===== config.mk =====
export PLATFORM = sky130hd
export DESIGN_NAME = mvs_sqrt_cell
export DESIGN_NICKNAME = d
export VERILOG_FILES = /design/src/rtl/core/mvs_pkg.sv /design/src/rtl/core/mvs_sqrt_cell.sv
export SDC_FILE = /design/constraint.sdc
export NUM_CORES = 1
export LEC_CHECK = 0
export ABC_AREA = 1
export ABC_CLOCK_PERIOD_IN_PS = 800
export BUFFER_PORTS_ARGS = -buffer_cell sky130_fd_sc_hd__buf_4
export CAP_MARGIN = 20
export CORE_AREA = 2 2 169 171
export CTS_CLUSTER_DIAMETER = 100
export DETAILED_ROUTE_END_ITERATION = 7
export DIE_AREA = 0 0 171 173
export PLACE_DENSITY_LB_ADDON = 0.3
export SKIP_LAST_GASP = 1
export SLEW_MARGIN = 20
export SYNTH_ARGS = -nofsm -noshare
export SYNTH_HDL_FRONTEND = slang
export SYNTH_SLANG_ARGS = --single-unit

===== constraint.sdc =====
create_clock -name clk_i -period 0.8 [get_ports clk_i]
set_input_delay 0.24 -clock clk_i [delete_from_list [all_inputs] [get_ports clk_i]]
set_output_delay 0.24 -clock clk_i [all_outputs]
set_load 0.01 [all_outputs]

===== src/rtl/core/mvs_pkg.sv =====
// Shared types, sizes and step functions for the messenger voxel sampler.
// Used by the divider and square-root cells, the core and the checker.
package mvs_pkg;

  localparam int unsigned VALUE_WIDTH = 32;
  localparam int unsigned FRAC_BITS   = 24;
  localparam int unsigned TAU_WIDTH   = 31;
  localparam int unsigned IDX_WIDTH   = 8;

  // One quotient bit per divider cell, one root bit per square-root cell.
  localparam int unsigned DIV_STEPS  = 33;
  localparam int unsigned SQRT_STEPS = 28;
  // Register stages from an accepted beat to its result strobe.
  localparam int unsigned LATENCY = 9 + DIV_STEPS + SQRT_STEPS;

  localparam logic [IDX_WIDTH-1:0] REG_MODE = 8'd0;
  localparam logic [IDX_WIDTH-1:0] REG_TAU  = 8'd1;

  typedef enum logic [1:0] {
    KIND_MEAN,
    KIND_MASK,
    KIND_MOCK,
    KIND_PLAIN
  } kind_e;

  // Per-voxel information that rides along the whole pipeline.
  typedef struct packed {
    kind_e              kind;
    logic               mean_neg;
    logic               draw_neg;
    logic [31:0]        draw_mag;
    logic signed [33:0] base;
    logic [30:0]        var_alt;
  } meta_t;

  // Restoring divider lane: partial remainder, numerator bits still to
  // shift in, divisor and quotient built so far.
  typedef struct packed {
    logic [31:0] rem;
    logic [32:0] num;
    logic [31:0] den;
    logic [32:0] quo;
  } div_t;

  // Digit-by-digit square-root lane.
  typedef struct packed {
    logic [29:0] rem;
    logic [27:0] root;
    logic [55:0] x;
  } sq_t;

  function automatic logic [31:0] abs32(logic [31:0] v);
    logic [31:0] r;
    r = v[31] ? (~v + 32'd1) : v;
    return r;
  endfunction

  function automatic div_t div_step(div_t a);
    div_t        r;
    logic [32:0] sh;
    logic [32:0] diff;
    logic        ge;
    sh    = {a.rem, a.num[32]};
    ge    = sh >= {1'b0, a.den};
    diff  = sh - {1'b0, a.den};
    r.rem = ge ? diff[31:0] : sh[31:0];
    r.num = {a.num[31:0], 1'b0};
    r.den = a.den;
    r.quo = {a.quo[31:0], ge};
    return r;
  endfunction

  function automatic sq_t sqrt_step(sq_t a);
    sq_t         r;
    logic [31:0] sh;
    logic [31:0] trial;
    logic [31:0] diff;
    logic        ge;
    sh     = {a.rem, a.x[55:54]};
    trial  = {2'b00, a.root, 2'b01};
    ge     = sh >= trial;
    diff   = sh - trial;
    r.rem  = ge ? diff[29:0] : sh[29:0];
    r.root = {a.root[26:0], ge};
    r.x    = {a.x[53:0], 2'b00};
    return r;
  endfunction

endpackage


===== src/rtl/core/mvs_sqrt_cell.sv =====
// One cell of the square-root chain: one root bit per cycle.
// Depends on mvs_pkg.
module mvs_sqrt_cell (
  input  logic           clk_i,
  input  logic           rst_ni,
  input  logic           valid_i,
  input  mvs_pkg::meta_t meta_i,
  input  mvs_pkg::sq_t   sq_i,
  output logic           valid_o,
  output mvs_pkg::meta_t meta_o,
  output mvs_pkg::sq_t   sq_o
);
  import mvs_pkg::*;

  logic  valid_q;
  meta_t meta_q;
  sq_t   sq_q;

  // Beat presence in this cell.
  always_ff @(posedge clk_i or negedge rst_ni) begin
    if (!rst_ni) begin
      valid_q <= 1'b0;
    end else begin
      valid_q <= valid_i;
    end
  end

  // Take two radicand bits and decide one root bit.
  always_ff @(posedge clk_i) begin
    meta_q <= meta_i;
    sq_q   <= sqrt_step(sq_i);
  end

  assign valid_o = valid_q;
  assign meta_o  = meta_q;
  assign sq_o    = sq_q;

endmodule


After elaboration in Yosys (flattened, before gate mapping)
Cells that the tools add are included.

storage, ports and cells
  input bits = 218
  word-level logic and storage cells = 13
  register bits after elaboration = 214

cells by class
  magnitude comparators = 1
  $add $sub $neg = 1
  muxes and demuxes = 1

operator list
  operator                        count
  >= comparator 32 x 30 -> 1 bit  1
  two-way mux 30 bit              1
  subtractor 30 bit               1

Depth between registers and ports, before layout
  depth in word-level cells = 2
  gate-level depth with buffers = 17
  depth with buffers taken out = 15

Worst setup path after synthesis
OpenSTA, ideal clock, no wires.

  path type = input to register
  start = input sq_i[69] in the netlist's numbering
  end = register sq_q (netlist bit sq_o[100])
  path buffers = 2
  slack = -0.935 ns
  arrival time = 1.623 ns
  stages = 15
  data required time = 0.688 ns
  cells stage by stage = inv_1 > ha_1 > nand2_2 > nor2_4 > inv_2 > nor2_4 > nand2_1 > nand3_1 > nand2_1 > nand2_2 > inv_2 > buf_6 > buf_6 > nand2_1 > nand2_1

between the ends
  cells in the longest elaborated chain, start to end = 2

ends and longest elaborated chain
  what                                                                 RTL line                      text
  from (decl)                                                          mvs_sqrt_cell.sv:8            input mvs_pkg::sq_t sq_i,
  subtractor 30 bit or >= comparator 32 x 30 -> 1 bit (tied branches)  mvs_pkg.sv:82, mvs_pkg.sv:81
  two-way mux 30 bit *                                                 mvs_pkg.sv:83                 r.rem = ge ? diff[29:0] : sh[29:0];
  to (signal assigned)                                                 mvs_sqrt_cell.sv:31           sq_q <= sqrt_step(sq_i);
  to (decl)                                                            mvs_sqrt_cell.sv:17           sq_t sq_q;

Mark *: on every way between the ends. The rest lies on a longest branch, timed or not.

Final worst setup path
  start = input sq_i[96] in the netlist's numbering
  end = register sq_q (netlist bit sq_o[93])

between the ends
  cells in the longest elaborated chain, start to end = 2

ends and longest elaborated chain
  what                            RTL line       text
  >= comparator 32 x 30 -> 1 bit  mvs_pkg.sv:81  ge = sh >= trial;
  two-way mux 30 bit              mvs_pkg.sv:83

Every way passes these cells.

==> reports/results.tsv <==
stage	metric	value	unit
outcome	status	complete, but fails checks	
outcome	failing checks	negative setup slack	
layout	layout cells sized above 1	57.9	%
grt	GRT Util Overall	21.5	%
synthesis	Seq/Total Area, Yosys	60.6	%
synthesis	Synth Area in Adders	5.31	%
critical_path	CP max FO	7	
clock_network	# clock sinks	214	
grt	global-route wire length before repair	48300	microns
layout	commonest non-fill, non-tap cell in the layout	buf_4	
detailed_routing	Routed Antenna Nets	0	
synthesis	synthesis-stage register bit count	214	
clock_network	Clk pin slew, worst setup/hold paths	0.07	ns
sta	Achievable Freq	721	MHz
detailed_routing	vias per cell	4.03	
synthesis	Synth Instances	819	
detailed_routing	Initial DRT Pass Iterations	4	
synthesis	average cell area after synthesis	8.64	sq um
detailed_routing	final wirelength	33800	microns
critical_path	Buf/Inv on CP	4	
power_and_ir_drop	Max VDD drop	0.00151	V
die	I/O Pins	434	
synthesis	complex-gate fraction of the synthesized area	1.54	%
placement	IO buf count	431	
sta	Final Max Slew Viols	0	
placement	Post-DP HPWL	23300	microns
sta	Setup Viol. Count Final	245	
detailed_routing	# DRC	0	
sta	setup ws final	-0.588	ns
critical_path	Max stage delay cell, worst path	ha_4	
clock_network	CTS Buffer Depth	3	
critical_path	Top delay family on crit path	simple AND/OR/NAND/NOR gates	
synthesis	largest family of logic cells by synthesized area	simple AND/OR/NAND/NOR gates	
layout	post-layout net count	1823	
layout	Synth-to-Final Area Change	132	%
layout	Core Util, Final	59.4	%
clock_network	Root Buffer	clkbuf_16	
sta	Tcrit/Tclk final	173	%
hold_path	worst hold path type	in -> reg	
synthesis	post-synthesis xor/xnor area fraction	1.61	%
detailed_routing	Routed WL per cell	17.2	microns
detailed_routing	Iteration-0 DRC Markers	275	
critical_path	CP cell instances	buf_4 -> ha_4 -> nand2_4 -> nor2_4 -> inv_2 -> nor2_4 -> nand2_2 -> nand3_2 -> nand2_4 -> nand2_8 -> clkinv_8 -> clkbuf_16 -> nand2_2 -> nand2_1	
die	placeable core area	0.0276	sq mm
clock_network	H-Tree Level Count	1	
die	row cnt	61	
clock_network	CTS tree	yes	
synthesis	ranking of synthesized cells by area	dfxtp_1 60%, nand2_1 15%, inv_1 7.4%, ha_1 5.3%, nand3_1 2.8%	
die	Die ar.	0.0296	sq mm
synthesis	simple-gate share of the synthesized area	22.5	%
detailed_routing	DR vias	7941	
layout	commonest non-fill, non-tap cells in the layout	291 x buf_4, 226 x buf_6, 224 x nand2_1	
die	die width	171	microns
critical_path	critical path endpoint category	flip-flop	
critical_path	class of the most critical setup path	in -> reg	
layout	non-filler cells, final	1972	
sta	Fin. Hold Viols	0	
power_and_ir_drop	PwrDens	1880	mW/mm^2
synthesis	Yosys top cell by area	dfxtp_1	
die	Die H	173	microns
sta	Hold Slack	0.0149	ns
sta	unrepaired setup endpoints after global routing	true	
synthesis	Syn. warnings	0	
clock_network	Num CTS Buffers	24	
grt	number of global-route vias before repair	8370	
grt	largest net degree at the start of global routing	18	
synthesis	mux share of post-synthesis cell area	0	%
critical_path	critical path required time	1.20	ns
synthesis	Cell Area, Synth	0.00708	sq mm
placement	area of placed instances	0.0118	sq mm
placement	routability cong.	0.932	
synthesis	post-synth top area share	60.3	%
layout	post-route cell area	0.0164	sq mm
die	Initial Util	25.6	%
job	Max Cap Violations	0	
critical_path	Crit path largest cell delay	0.28	ns
placement	pre-CTS WS	-1.09	ns
critical_path	CP arrival	1.78	ns
power_and_ir_drop	LEAKAGE	8.07	nW
sta	minimum clock period	1.39	ns
placement	dpl cells	1700	
critical_path	Worst Setup Start Kind	input port	
grt	GRT overflow	0	
synthesis	Cell variety after synth	27	
grt	initial antenna violation count	5	
## timing repair
action | 4_1_cts | 5_1_grt
buffers inserted | 1 | 11
resized for setup | 353 | 199
endpoints found under the setup margin | 245 | 245
pin swaps | 0 | 51
cloned | 0 | 4
hold buffers | 211 | 0
hold endpoints to repair | 211 | 0
## layout make-up
cell class              count  area (sq um)
clock buffers              34           709
flip-flops and latches    214          4550
clock inverters             9           111
inverters                 143           589
fillers                  2249         11200
diodes                      2          5.00
well taps                 378           473
multi-input cells         455          2940
repair buffers            737          7030
## per-layer routing
| metal | global-route usage (%) | wire length (microns) |
|---|---|---|
| met3 | 4.53 | 2360 |
| met4 | 8.26 | 1280 |
| met1 | 24.4 | 12800 |
| met2 | 39.0 | 17400 |
| met5 | 0 | 27 |
## synth_stat cells
| master | count |
|---|---|
| nor2_2 | 2 |
| inv_2 | 3 |
| a21oi_2 | 1 |
| nor2_1 | 40 |
| and2_1 | 2 |
| dfxtp_1 | 213 |
| xor2_1 | 13 |
| o21ai_0 | 3 |
| dfrtp_1 | 1 |
| a21oi_1 | 14 |
| nor3_1 | 3 |
| nand2_2 | 3 |
| conb_1 | 1 |
| buf_4 | 2 |
| a211oi_1 | 1 |
| inv_1 | 140 |
| nand3b_1 | 4 |
| nand3_1 | 40 |
| or2_2 | 1 |
| nand2_1 | 284 |
| nor2_4 | 2 |
| a21o_1 | 1 |
| ha_1 | 30 |
| nand4_1 | 7 |
| buf_2 | 4 |
| or2_1 | 2 |
| buf_6 | 2 |
## registers in the layout, summed over array words and instances (netlist names)
| signal | count |
|---|---|
| valid_o | 1 |
| meta_o | 101 |
| sq_o | 112 |
## power breakdown
part           internal [mW]  leakage (nW)  switching [mW]
Clock                   6.85         0.399            4.59
Combinational           4.29          5.86            3.11
Sequential              11.6          1.81           0.418
Total                   22.8          8.07            8.12
## stage by stage
step	setup TNS (ns)	power, mW
global route	-109.72	32.3
finish	-99.88	30.9
CTS	-102.55	30.5
detailed placement	-32.73	17.5
floorplan	-23.73	14.2
global placement	-32.21	17.4
## logic make-up (layout without fill, tap and decap cells)
| kind of cell | after synthesis | count (layout) |
|---|---|---|
| buf+inv | 151 | 923 |
| xor+xnor | 13 | 13 |
| flops | 214 | 214 |
| compound gates | 20 | 20 |
| other cells | 1 | 4 |
| fa+ha+maj | 30 | 30 |
| simple gates | 390 | 390 |
## final timing paths
check,start,end,slack (ns),cells after the start
min in group asynchronous,rst_ni,valid_o$_DFF_PN0_,0.07,2
worst min-delay path,sq_i[101],sq_o[103]$_DFF_P_,0.01,4
max in group asynchronous,rst_ni,valid_o$_DFF_PN0_,0.65,2
worst max-delay path,sq_i[96],sq_o[93]$_DFF_P_,-0.59,14
(Power assumes the default switching activity.)
