### src/rtl/core/mvs_pkg.sv
// Shared types, sizes and step functions for the messenger voxel sampler.
// Used by the divider and square-root cells, the core and the checker.
package mvs_pkg;

  localparam int unsigned VALUE_WIDTH = 32;
  localparam int unsigned FRAC_BITS   = 24;
  localparam int unsigned TAU_WIDTH   = 31;
  localparam int unsigned IDX_WIDTH   = 8;

  // One quotient bit per divider cell, one root bit per square-root cell.
  localparam int unsigned DIV_STEPS  = 33;
  localparam int unsigned SQRT_STEPS = 28;
  // Register stages from an accepted beat to its result strobe.
  localparam int unsigned LATENCY = 9 + DIV_STEPS + SQRT_STEPS;

  localparam logic [IDX_WIDTH-1:0] REG_MODE = 8'd0;
  localparam logic [IDX_WIDTH-1:0] REG_TAU  = 8'd1;

  typedef enum logic [1:0] {
    KIND_MEAN,
    KIND_MASK,
    KIND_MOCK,
    KIND_PLAIN
  } kind_e;

  // Per-voxel information that rides along the whole pipeline.
  typedef struct packed {
    kind_e              kind;
    logic               mean_neg;
    logic               draw_neg;
    logic [31:0]        draw_mag;
    logic signed [33:0] base;
    logic [30:0]        var_alt;
  } meta_t;

  // Restoring divider lane: partial remainder, numerator bits still to
  // shift in, divisor and quotient built so far.
  typedef struct packed {
    logic [31:0] rem;
    logic [32:0] num;
    logic [31:0] den;
    logic [32:0] quo;
  } div_t;

  // Digit-by-digit square-root lane.
  typedef struct packed {
    logic [29:0] rem;
    logic [27:0] root;
    logic [55:0] x;
  } sq_t;

  function automatic logic [31:0] abs32(logic [31:0] v);
    logic [31:0] r;
    r = v[31] ? (~v + 32'd1) : v;
    return r;
  endfunction

  function automatic div_t div_step(div_t a);
    div_t        r;
    logic [32:0] sh;
    logic [32:0] diff;
    logic        ge;
    sh    = {a.rem, a.num[32]};
    ge    = sh >= {1'b0, a.den};
    diff  = sh - {1'b0, a.den};
    r.rem = ge ? diff[31:0] : sh[31:0];
    r.num = {a.num[31:0], 1'b0};
    r.den = a.den;
    r.quo = {a.quo[31:0], ge};
    return r;
  endfunction

  function automatic sq_t sqrt_step(sq_t a);
    sq_t         r;
    logic [31:0] sh;
    logic [31:0] trial;
    logic [31:0] diff;
    logic        ge;
    sh     = {a.rem, a.x[55:54]};
    trial  = {2'b00, a.root, 2'b01};
    ge     = sh >= trial;
    diff   = sh - trial;
    r.rem  = ge ? diff[29:0] : sh[29:0];
    r.root = {a.root[26:0], ge};
    r.x    = {a.x[53:0], 2'b00};
    return r;
  endfunction

endpackage

### src/rtl/core/mvs_div_cell.sv
// One cell of the divider chain: one quotient bit for both the mean and
// the variance division. Depends on mvs_pkg.
module mvs_div_cell (
  input  logic           clk_i,
  input  logic           rst_ni,
  input  logic           valid_i,
  input  mvs_pkg::meta_t meta_i,
  input  mvs_pkg::div_t  mean_i,
  input  mvs_pkg::div_t  var_i,
  output logic           valid_o,
  output mvs_pkg::meta_t meta_o,
  output mvs_pkg::div_t  mean_o,
  output mvs_pkg::div_t  var_o
);
  import mvs_pkg::*;

  logic  valid_q;
  meta_t meta_q;
  div_t  mean_q;
  div_t  var_q;

  // Beat presence in this cell.
  always_ff @(posedge clk_i or negedge rst_ni) begin
    if (!rst_ni) begin
      valid_q <= 1'b0;
    end else begin
      valid_q <= valid_i;
    end
  end

  // Both lanes advance by one restoring step.
  always_ff @(posedge clk_i) begin
    meta_q <= meta_i;
    mean_q <= div_step(mean_i);
    var_q  <= div_step(var_i);
  end

  assign valid_o = valid_q;
  assign meta_o  = meta_q;
  assign mean_o  = mean_q;
  assign var_o   = var_q;

endmodule

### config.mk
export PLATFORM = sky130hd
export DESIGN_NAME = mvs_div_cell
export DESIGN_NICKNAME = d
export VERILOG_FILES = /design/src/rtl/core/mvs_pkg.sv /design/src/rtl/core/mvs_div_cell.sv
export SDC_FILE = /design/constraint.sdc
export NUM_CORES = 1
export LEC_CHECK = 0
export BUFFER_PORTS_ARGS = -buffer_cell sky130_fd_sc_hd__clkbuf_2
export CAP_MARGIN = 20
export CORE_AREA = 2 2 279 281
export DETAILED_ROUTE_END_ITERATION = 6
export DIE_AREA = 0 0 281 283
export GPL_ROUTABILITY_DRIVEN = 0
export GPL_TIMING_DRIVEN = 0
export PLACE_DENSITY = 0.35
export SKIP_LAST_GASP = 1
export SYNTH_ARGS = -nofsm -noshare
export SYNTH_HDL_FRONTEND = slang
export SYNTH_SLANG_ARGS = --single-unit
export TNS_END_PERCENT = 1
### constraint.sdc
create_clock -name clk_i -period 0.8 [get_ports clk_i]
set_input_delay 0.16 -clock clk_i [delete_from_list [all_inputs] [get_ports clk_i]]
set_output_delay 0.16 -clock clk_i [all_outputs]
set_load 0.005 [all_outputs]
After elaboration in Yosys (flattened, before gate mapping)

Index checks and enable logic that the tools add are counted.

Bits of input ports: 364
Memories: 0
Register bits: 360
Bits in read-only memories: 0
RAM bits: 0
Bits in latches: 0

Multiply operators: 0
Multiplexer cells: 2
Bitwise logic cells: 0
Div/mod/pow operators: 0
$lt $le $gt $ge: 2
Reduce and logical (&&, ||, !) cells: 0
$add $sub $neg: 2
Equality and inequality tests: 0
Shift operators: 0

Operators with widths:

| kind           | count |
|---|---|
| $ge 33x32->1   | 2 |
| $mux 32        | 2 |
| $sub 32x32->32 | 2 |

Longest topological paths before layout

Gate-level depths: netlist of run 1.

Word-level depth: 2
Mapped depth: 14
Depth with buffers taken out: 11

Least setup slack after synthesis of run 1

OpenSTA, ideal clock, no wires.

Path type: input to register
Start: input var_i[41] (netlist name)
End: register var_q, in the netlist var_o[104]
Stages on the path: 11
Required time: 0.677 ns
Arrival: 2.382 ns
Path slack: -1.705 ns
Library setup time: 0.123 ns
Cells stage by stage: inv_1 -> ha_1 -> buf_2 -> a21o_1 -> a31o_1 -> or4_4 -> o21ai_2 -> a211oi_2 -> a31oi_4 -> buf_6 -> mux2_1

Longest elaborated chain between the ends: 2

RTL lines:

| item                 | line               | RTL |
|---|---|---|
| start, declared      | mvs_div_cell.sv:9  | `input mvs_pkg::div_t var_i,` |
| $ge 33x32->1         | mvs_pkg.sv:64      | `ge = sh >= {1'b0, a.den};` |
| $mux 32              | mvs_pkg.sv:66      | `r.rem = ge ? diff[31:0] : sh[31:0];` |
| end signal, assigned | mvs_div_cell.sv:35 | `var_q <= div_step(var_i);` |
| end, declared        | mvs_div_cell.sv:20 | `div_t var_q;` |

No other way between the ends.

Worst setup path after layout of run 1

Start: input var_i[43] (netlist name)
End: register var_q, in the netlist var_o[104]

The elaborated chain is that of the path after synthesis.

==> run summary, run 1 <==
Crit path required time: 1.25 ns
Yosys top cell by area: dfxtp_1
FF+latch area: 0.007212 mm^2
Drt total wl: 58620 um
Layout net count: 2705
CP startpoint: var_i[43]
Post-route ant nets: 0
Final non-filler cell total: 3354
Max incr delay on CP: 0.54 ns
PwrDens: 2252 mW/mm^2
Ports: 726
Violated checks: hold timing, setup timing
Final worst path period share: 266.0%
# port buffers: 721
Cells after synthesis: 1106
Slowest stage cell on the critical path: or4_4
Initial Util: 15.52%
Clk slew on worst S/H paths: 0.06 ns
CTS root buffer: clkbuf_16
Most frequent cells in the layout: 707 x clkbuf_2, 359 x dfxtp_1, 357 x dlygate4sd3_1
Top-area cell type share of the netlist area: 60.36%
DR DRC count: 0
Register area share after synthesis: 60.57%
Die W: 281 um
TritonCTS Buffers: 44
Cell variety after synth: 72
Via count: 12.70k
Int Pwr: 39.13 mW
Worst VDD drop: 1.510 mV
Pin count of the biggest net entering global routing: 14
Area contributors post-synth: dfxtp_1 60%, ha_1 6.7%, a21oi_1 3.4%, o21ai_0 2.6%, inv_1 2.6%
HPWL Detailed: 44790 um
Status: finished with violations
H-tree levels: 2
Switching pwr: 14.26 mW
Core Region: 0.07670 mm^2
Sw frac: 26.71%
Worst hold start: mean_i[33]
Critical path class: in -> reg
Area grow syn2layout: 99.03%
Die H: 283 um
Slew HR: 66.69%
Hold Vio Cnt, Final: 4
Worst Hold Class: in -> reg
Critical Path Sink Type: flip-flop
CP cell instances: buf_6 > inv_2 > ha_4 > a21o_1 > a31o_1 > or4_4 > o21ai_4 > a211oi_4 > a31oi_4 > buf_12 > buf_8 > mux2_4
Final core utilization: 30.90%
EDFF count, synth: 0
Slew Viols, Final: 0
Synth Flop Type: dfxtp_1
Vias in the first global route: 13.53k
Share of layout cells above drive strength 1: 43.66%
Least-Margin Pin Slew: 0.4944 ns
CTS tree: built
Clk sink count: 360
Vias/cell: 3.785
First-pass GRT wire length: 84150 um
Async set or reset register ratio after synthesis: 0.2778%
FP Rows: 102
Drt wl/cell: 17.48 um
Number of synthesized register bits: 360
Synth warn: 0
Critical Path Source Type: input port
Mapped Area: 0.01191 mm^2
Clock Tree Buf Depth: 3
Worst path arrival time: 2.58 ns
Worst hold margin: -0.2587 ns
Critical Path Sink: var_o[104]
Layout fillers: 8078
DRT Pass-1 Iters: 6
Inst Count DP: 2868
CP Depth: 12
Logic pwr share: 20.3%
Multi-input gate area: 0.005120 mm^2
Global route overflow: 0
Worst path bufs/invs: 4
Setup-failing EPs final: 426
Final worst setup slack: -1.328 ns
Synthesized area per cell: 10.77 um^2
FMAX: 0.4700 GHz
Max-Cap Viols: 0
Crit-path max FO: 8
Clk pwr share: 42.3%
Unrepaired setup endpoints after global routing: true
Die area: 0.07952 mm^2
Crit-path leading delay family: compound AO/OA/AOI/OAI gates
GR Util All Layers: 14.12%
Hold depth: 1
Initial antenna violation count: 11
Commonest non-fill, non-tap cell in the layout: clkbuf_2
Fin crit period: 2.128 ns
Leak: 11.14 nW
Initial DRC Count: 501
Flop pwr share: 37.4%
## flip-flops by register name, indices dropped and copies added, names as in the netlist
name / flops
valid_o: 1
meta_o: 101
mean_o: 129
var_o: 129
## layout make-up
class	count	share of cell area, %
Timing Repair Buffer	1139	33.21
Sequential cell	360	30.43
Tap cell	1040	5.490
Antenna cell	3	0.03168
Clock buffer	59	5.390
Buffer	19	0.8500
Clock inverter	23	1.637
Inverter	83	1.357
Multi-Input combinational cell	628	21.60
## cells in the mapped netlist (5+ instances only)
cell type	n
a21o_1	40
a31oi_1	9
and3_1	7
o21ai_0	62
nor2b_1	6
nand2b_1	7
nand3_1	14
a21oi_1	80
a211oi_1	9
buf_4	5
ha_1	64
nand2_1	73
o211ai_1	7
nor2_1	62
o31ai_1	11
xnor2_1	23
o21bai_1	8
nor3_1	10
buf_2	11
dfxtp_1	359
nor4_1	5
inv_1	81
clkbuf_1	17
nand4_1	22
o21a_1	8
xor2_1	22
## how the worst min path moves through the flow
stage / endpoint / slack [ns]
6_report: mean_o[33] / -0.26
5_1_grt: mean_o[33] / -0.31
4_1_cts: var_o[43] / -0.33
3_3_place_gp: valid_o / -0.06
3_5_place_dp: valid_o / -0.06
2_1_floorplan: valid_o / -0.14
## what timing repair did
action                                  in CTS  in global routing
endpoints found under the hold margin      359                  6
buffers inserted                            43                 14
gates resized for setup                    172                 60
hold buffers                               354                  3
pin swaps                                   51                 33
cloned                                       3                  1
endpoints found under the setup margin     426                426
## power by group through the flow
| stage | sequential, mW | clock [mW] | combinational [mW] |
|---|---|---|---|
| floorplan | 20.5 | 0 | 3.35 |
| global placement | 20.4 | 0 | 7.77 |
| detailed placement | 20.4 | 0 | 7.70 |
| CTS | 20.0 | 23.5 | 10.6 |
| global route | 20.1 | 24.2 | 11.8 |
| finish | 20.0 | 22.6 | 10.9 |
## stage by stage
stage / area, um^2 / setup WS, ns / setup TNS, ns / hold slack (ns) / total power [mW]
final: 23700 / -1.328 / -211.55 / -0.2587 / 53.38
after detailed placement: 16870 / -2.603 / -153.47 / -0.06173 / 28.08
after floorplan: 11960 / -1.701 / -100.23 / -0.1356 / 23.84
after global placement: 16870 / -2.652 / -154.55 / -0.06294 / 28.14
after CTS: 23290 / -1.272 / -228.12 / -0.3344 / 54.03
after global routing: 23690 / -1.376 / -242.68 / -0.3076 / 56.15
## per-layer routing
| layer | global-route usage (%) | up-vias | wire length, um |
|---|---|---|---|
| met1 | 14.78 | 5923 | 21940 |
| met2 | 25.63 | 513 | 29350 |
| li1 | - | 6163 | - |
| met5 | 0 | - | 57 |
| met4 | 5.348 | 10 | 2104 |
| met3 | 4.972 | 86 | 5164 |
## cells by family after synthesis
group                      count (synthesis)  synth area share, %
and+or+nand+nor                          232                9.352
buffers and inverters                    119                4.108
xor gates and xnor gates                  45                3.310
DFF                                      360                60.57
other                                      1              0.03149
muxes                                      9               0.8301
adders and majority gates                 66                7.061
AOI/OAI and AO/OA                        274                14.74
(Power assumes the default switching activity.)
==> run 2: changes to the inputs <==
BUFFER_PORTS_ARGS = default   (was -buffer_cell sky130_fd_sc_hd__clkbuf_2)
CORE_AREA = 2 2 282 284   (was 2 2 279 281)
CTS_CLUSTER_DIAMETER = 30   (was default)
DIE_AREA = 0 0 284 286   (was 0 0 281 283)
DONT_BUFFER_PORTS = 1   (was default)
PLACE_DENSITY = 0.3   (was 0.35)
==> run summary, run 2 (synthesized netlist as in run 1, its figures left out) <==
Int Pwr: 46.64 mW (+19%)
Status: finished with violations
Leak: 8.658 nW (-22%)
Post-route ant nets: 0 (unchanged)
Pin count of the biggest net entering global routing: 13 (-1)
First-pass GRT wire length: 75160 um (-11%)
Initial antenna violation count: 3 (-8)
CTS root buffer: clkbuf_16
Via count: 10.26k (-19%)
Layout net count: 1999 (-26%)
Global route overflow: 0 (unchanged)
Final worst setup slack: -1.217 ns (+0.1109 ns)
Worst path bufs/invs: 2 (-2)
Slew Viols, Final: 0 (unchanged)
Drt total wl: 53150 um (-9.3%)
HPWL Detailed: 38520 um (-14%)
Vias in the first global route: 11.08k (-18%)
Final worst path period share: 252.1% (-14 points)
Clk slew on worst S/H paths: 0.05 ns (about the same)
CTS tree: built
Least-Margin Pin Slew: 0.4967 ns (+0.002288 ns)
CP cell instances: inv_8 > ha_4 > a21o_1 > a31o_1 > or4_4 > o21ai_4 > a211oi_4 > buf_4 > or2_4 > mux2i_4 > o31ai_4
PwrDens: 2982 mW/mm^2 (+32%)
Hold Vio Cnt, Final: 26 (+22)
Switching pwr: 16.12 mW (+13%)
FMAX: 0.4958 GHz (+5.5%)
Sw frac: 25.68% (-1.0 points)
Slew HR: 66.54% (-0.15 points)
Initial DRC Count: 448 (-11%)
FP Rows: 103 (+0.98%)
Crit-path max FO: 4 (-4)
Violated checks: hold timing, setup timing
Area grow syn2layout: 76.73%
TritonCTS Buffers: 78 (+77%)
Clk pwr share: 54.2% (+12 points)
Most frequent cells in the layout: 359 x dfxtp_1, 335 x dlygate4sd3_1, 78 x clkbuf_16
Worst hold margin: -0.4127 ns (-0.1540 ns)
Slowest stage cell on the critical path: or4_4
Clk sink count: 360 (unchanged)
H-tree levels: 3 (+1)
Final core utilization: 26.86% (-4.0 points)
Worst VDD drop: 1.373 mV (-9.1%)
Die H: 286 um (+1.1%)
Flop pwr share: 32.9% (-4.5 points)
Core Region: 0.07836 mm^2 (+2.2%)
Critical path class: in -> reg
Initial Util: 15.20% (-0.33 points)
Worst Hold Class: in -> reg
Logic pwr share: 12.8% (-7.5 points)
DR DRC count: 0 (unchanged)
Fin crit period: 2.017 ns (-0.1109 ns)
Critical Path Source Type: input port
Crit path required time: 1.30 ns (+0.05 ns)
Critical Path Sink Type: flip-flop
DRT Pass-1 Iters: 5 (-1)
Setup-failing EPs final: 426 (unchanged)
Worst path arrival time: 2.52 ns (-0.06 ns)
Drt wl/cell: 19.81 um (+13%)
Max incr delay on CP: 0.47 ns (-0.07 ns)
Share of layout cells above drive strength 1: 21.88% (-22 points)
# port buffers: 0 (-100%)
GR Util All Layers: 12.44% (-1.7 points)
Ports: 726 (unchanged)
Die W: 284 um (+1.1%)
Unrepaired setup endpoints after global routing: true
Vias/cell: 3.824 (+1.0%)
Crit-path leading delay family: compound AO/OA/AOI/OAI gates
Die area: 0.08122 mm^2 (+2.1%)
Clock Tree Buf Depth: 3 (unchanged)
Commonest non-fill, non-tap cell in the layout: dfxtp_1
Max-Cap Viols: 0 (unchanged)
-- run 2: power groups by stage --
stage               Clock (mW)  Combinational [mW]  Sequential, mW
floorplan                    0                3.35            20.5
global placement             0                4.85            21.1
detailed placement           0                4.81            21.0
CTS                       35.0                7.94            20.7
global route              36.0                8.77            20.8
finish                    34.0                8.06            20.6
-- run 2: timing repair --
item                                    CTS  global route
hold buffers                            323            12
buffers inserted                         50            10
cloned                                    5             0
endpoints found under the setup margin  426           426
endpoints found under the hold margin   359            37
gates resized for setup                 199            27
pin swaps                                51            21
-- run 2: area by class of cell --
class | instances | area, um^2
antenna | 1 | 2.502
buffer | 19 | 221.5
tap | 1050 | 1314
timing repair buffer | 399 | 3984
sequential | 360 | 7212
inverter | 83 | 350.3
clock buffer | 86 | 2032
multi-input combinational | 628 | 5117
fill | 8240 | 57310
clock inverter | 57 | 810.8
-- run 2: path summary, 6_finish.rpt --
path	end	from	slack [ns]	depth (start not counted)
worst max-delay path	var_o[125]	var_i[43]	-1.22	11
worst min-delay path	var_o[34]	var_i[34]	-0.41	0
max in group asynchronous	valid_o	rst_ni	0.38	2
min in group asynchronous	valid_o	rst_ni	0.32	2
-- run 2: routing by layer --
| metal | global-route usage (%) | vias up | routed length [um] |
|---|---|---|---|
| li1 | - | 4773 | - |
| met1 | 13.07 | 4855 | 19450 |
| met2 | 23.08 | 547 | 27930 |
| met3 | 4.593 | 84 | 4695 |
| met4 | 3.632 | 0 | 1070 |
| met5 | 0 | - | 0 |
-- run 2: metrics by stage --
stage | power (mW) | setup WS (ns) | std cells | setup TNS, ns | instance area (um^2)
5_1_grt | 65.53 | -1.265 | 2682 | -205.65 | 21040
2_1_floorplan | 23.84 | -1.701 | 1107 | -100.23 | 11960
3_3_place_gp | 25.91 | -2.570 | 2157 | -153.44 | 13270
4_1_cts | 63.66 | -1.152 | 2662 | -199.46 | 20740
3_5_place_dp | 25.82 | -2.594 | 2157 | -153.64 | 13270
6_report | 62.76 | -1.217 | 2683 | -177.55 | 21040
==> run 3: changes to the inputs <==
REMOVE_ABC_BUFFERS = 1   (was default)
==> run summary, run 3 (synthesized netlist as in run 1, its figures left out) <==
CP cell instances: clkinvlp_4 > ha_4 > a21o_1 > a31o_1 > or4_4 > o21ai_4 > a211oi_4 > a31oi_4 > buf_12 > buf_12 > mux2_1
Crit path required time: 1.29 ns (about the same)
Pin count of the biggest net entering global routing: 25 (+12)
Core Region: 0.07836 mm^2 (unchanged)
CTS tree: built
Slew Viols, Final: 0 (unchanged)
Setup-failing EPs final: 426 (unchanged)
Area grow syn2layout: 73.72%
Hold Vio Cnt, Final: 22 (-15%)
Max incr delay on CP: 0.53 ns (+0.06 ns)
DRT Pass-1 Iters: 4 (-1)
Status: finished with violations
Drt total wl: 55390 um (+4.2%)
H-tree levels: 3 (unchanged)
Post-route ant nets: 0 (unchanged)
CTS root buffer: clkbuf_16
Vias in the first global route: 10.95k (-1.2%)
Fin crit period: 2.116 ns (+0.09925 ns)
Share of layout cells above drive strength 1: 19.72% (-2.2 points)
Dpl ws: -3.179 ns (-0.5846 ns)
Slowest stage cell on the critical path: or4_4
Commonest non-fill, non-tap cell in the layout: dfxtp_1
Dpl cell area: 0.01307 mm^2 (-1.5%)
Die area: 0.08122 mm^2 (unchanged)
Clock Tree Buf Depth: 3 (unchanged)
Via count: 10.24k (-0.16%)
Worst path arrival time: 2.61 ns (+0.09 ns)
Worst hold margin: -0.4332 ns (-0.02051 ns)
Worst path bufs/invs: 3 (+1)
First-pass GRT wire length: 76760 um (+2.1%)
Final worst path period share: 264.5% (+12 points)
Critical Path Source Type: input port
Critical path class: in -> reg
FP Rows: 103 (unchanged)
Cell area after layout: 0.02069 mm^2 (-1.7%)
Global route overflow: 0 (unchanged)
Final worst setup slack: -1.316 ns (-0.09925 ns)
Crit-path max FO: 7 (+3)
Worst VDD drop: 1.732 mV (+26%)
Die W: 284 um (unchanged)
Ports: 726 (unchanged)
Worst Hold Class: in -> reg
Unrepaired setup endpoints after global routing: true
Drt wl/cell: 20.66 um (+4.3%)
Final core utilization: 26.40% (-0.46 points)
Initial Util: 15.20% (unchanged)
GR Util All Layers: 12.90% (+0.45 points)
Initial DRC Count: 432 (-3.6%)
Hold depth: 0 (unchanged)
Pwr Total: 61.89 mW (-1.4%)
Least-Margin Pin Slew: 0.6415 ns (+0.1448 ns)
Die H: 286 um (unchanged)
Most Frequent Cell on Critical Path: buf_12
Clk slew on worst S/H paths: 0.05 ns (about the same)
Most frequent cells in the layout: 359 x dfxtp_1, 338 x dlygate4sd3_1, 83 x clkbuf_16
# port buffers: 0 (unchanged)
Crit-path leading delay family: compound AO/OA/AOI/OAI gates
Violated checks: hold timing, setup timing
FMAX: 0.4726 GHz (-4.7%)
Leak: 8.474 nW (-2.1%)
Clk sink count: 360 (unchanged)
HPWL Detailed: 39980 um (+3.8%)
CP Depth: 11 (unchanged)
Initial antenna violation count: 8 (+5)
Max-Cap Viols: 0 (unchanged)
Critical Path Sink Type: flip-flop
Vias/cell: 3.821 (about the same)
TritonCTS Buffers: 81 (+3.8%)
PwrDens: 2992 mW/mm^2 (+0.32%)
DR DRC count: 0 (unchanged)
Layout net count: 1990 (-0.45%)
Slew HR: 56.67% (-9.9 points)
## run 3: power by group
group          switching [mW]  total [mW]  internal [mW]  leakage (nW)
combinational            3.59        7.27           3.68          4.07
sequential               1.16        20.7           19.6          3.04
clock                    12.1        33.9           21.8          1.36
## run 3: final timing paths
kind                       startpoint          to
setup / recovery            var_i[43]  var_o[104]
min in group asynchronous      rst_ni     valid_o
max in group asynchronous      rst_ni     valid_o
hold / removal              var_i[33]   var_o[33]
## run 3: area by class of cell
| class | instances | area [um^2] |
|---|---|---|
| fillers | 8315 | 57670 |
| flip-flops and latches | 360 | 7212 |
| multi-input cells | 629 | 4917 |
| repair buffers | 402 | 3973 |
| clock buffers | 91 | 2116 |
| well taps | 1050 | 1314 |
| clock inverters | 60 | 754.5 |
| inverters | 83 | 366.6 |
| repair inverters | 3 | 26.28 |
| diodes | 3 | 7.507 |
## run 3: metrics by stage
step / hold WS [ns] / setup TNS [ns] / cells
floorplan: -0.1356 / -122.21 / 1071
detailed placement: -0.1355 / -170.78 / 2122
CTS: -0.5001 / -210.07 / 2652
finish: -0.4332 / -189.27 / 2681
global route: -0.4840 / -213.59 / 2678
global placement: -0.1355 / -191.73 / 2121
## run 3: timing repair
item,in CTS,in global routing
gates cloned,6,1
setup buffers,51,11
gates resized for setup,132,23
hold buffers,323,15
setup endpoints to repair,426,426
pin swaps,51,13
endpoints found under the hold margin,359,37
## run 3: layer usage
metal / track usage (%) / vias up / wire length, um / part of all wire (%)
li1: - / 4766 / - / -
met1: 13.75 / 4869 / 20830 / 38
met2: 23.36 / 526 / 28540 / 52
met3: 4.928 / 78 / 4743 / 8.6
met4: 4.158 / 4 / 1243 / 2.2
met5: 0 / - / 27 / 0.049
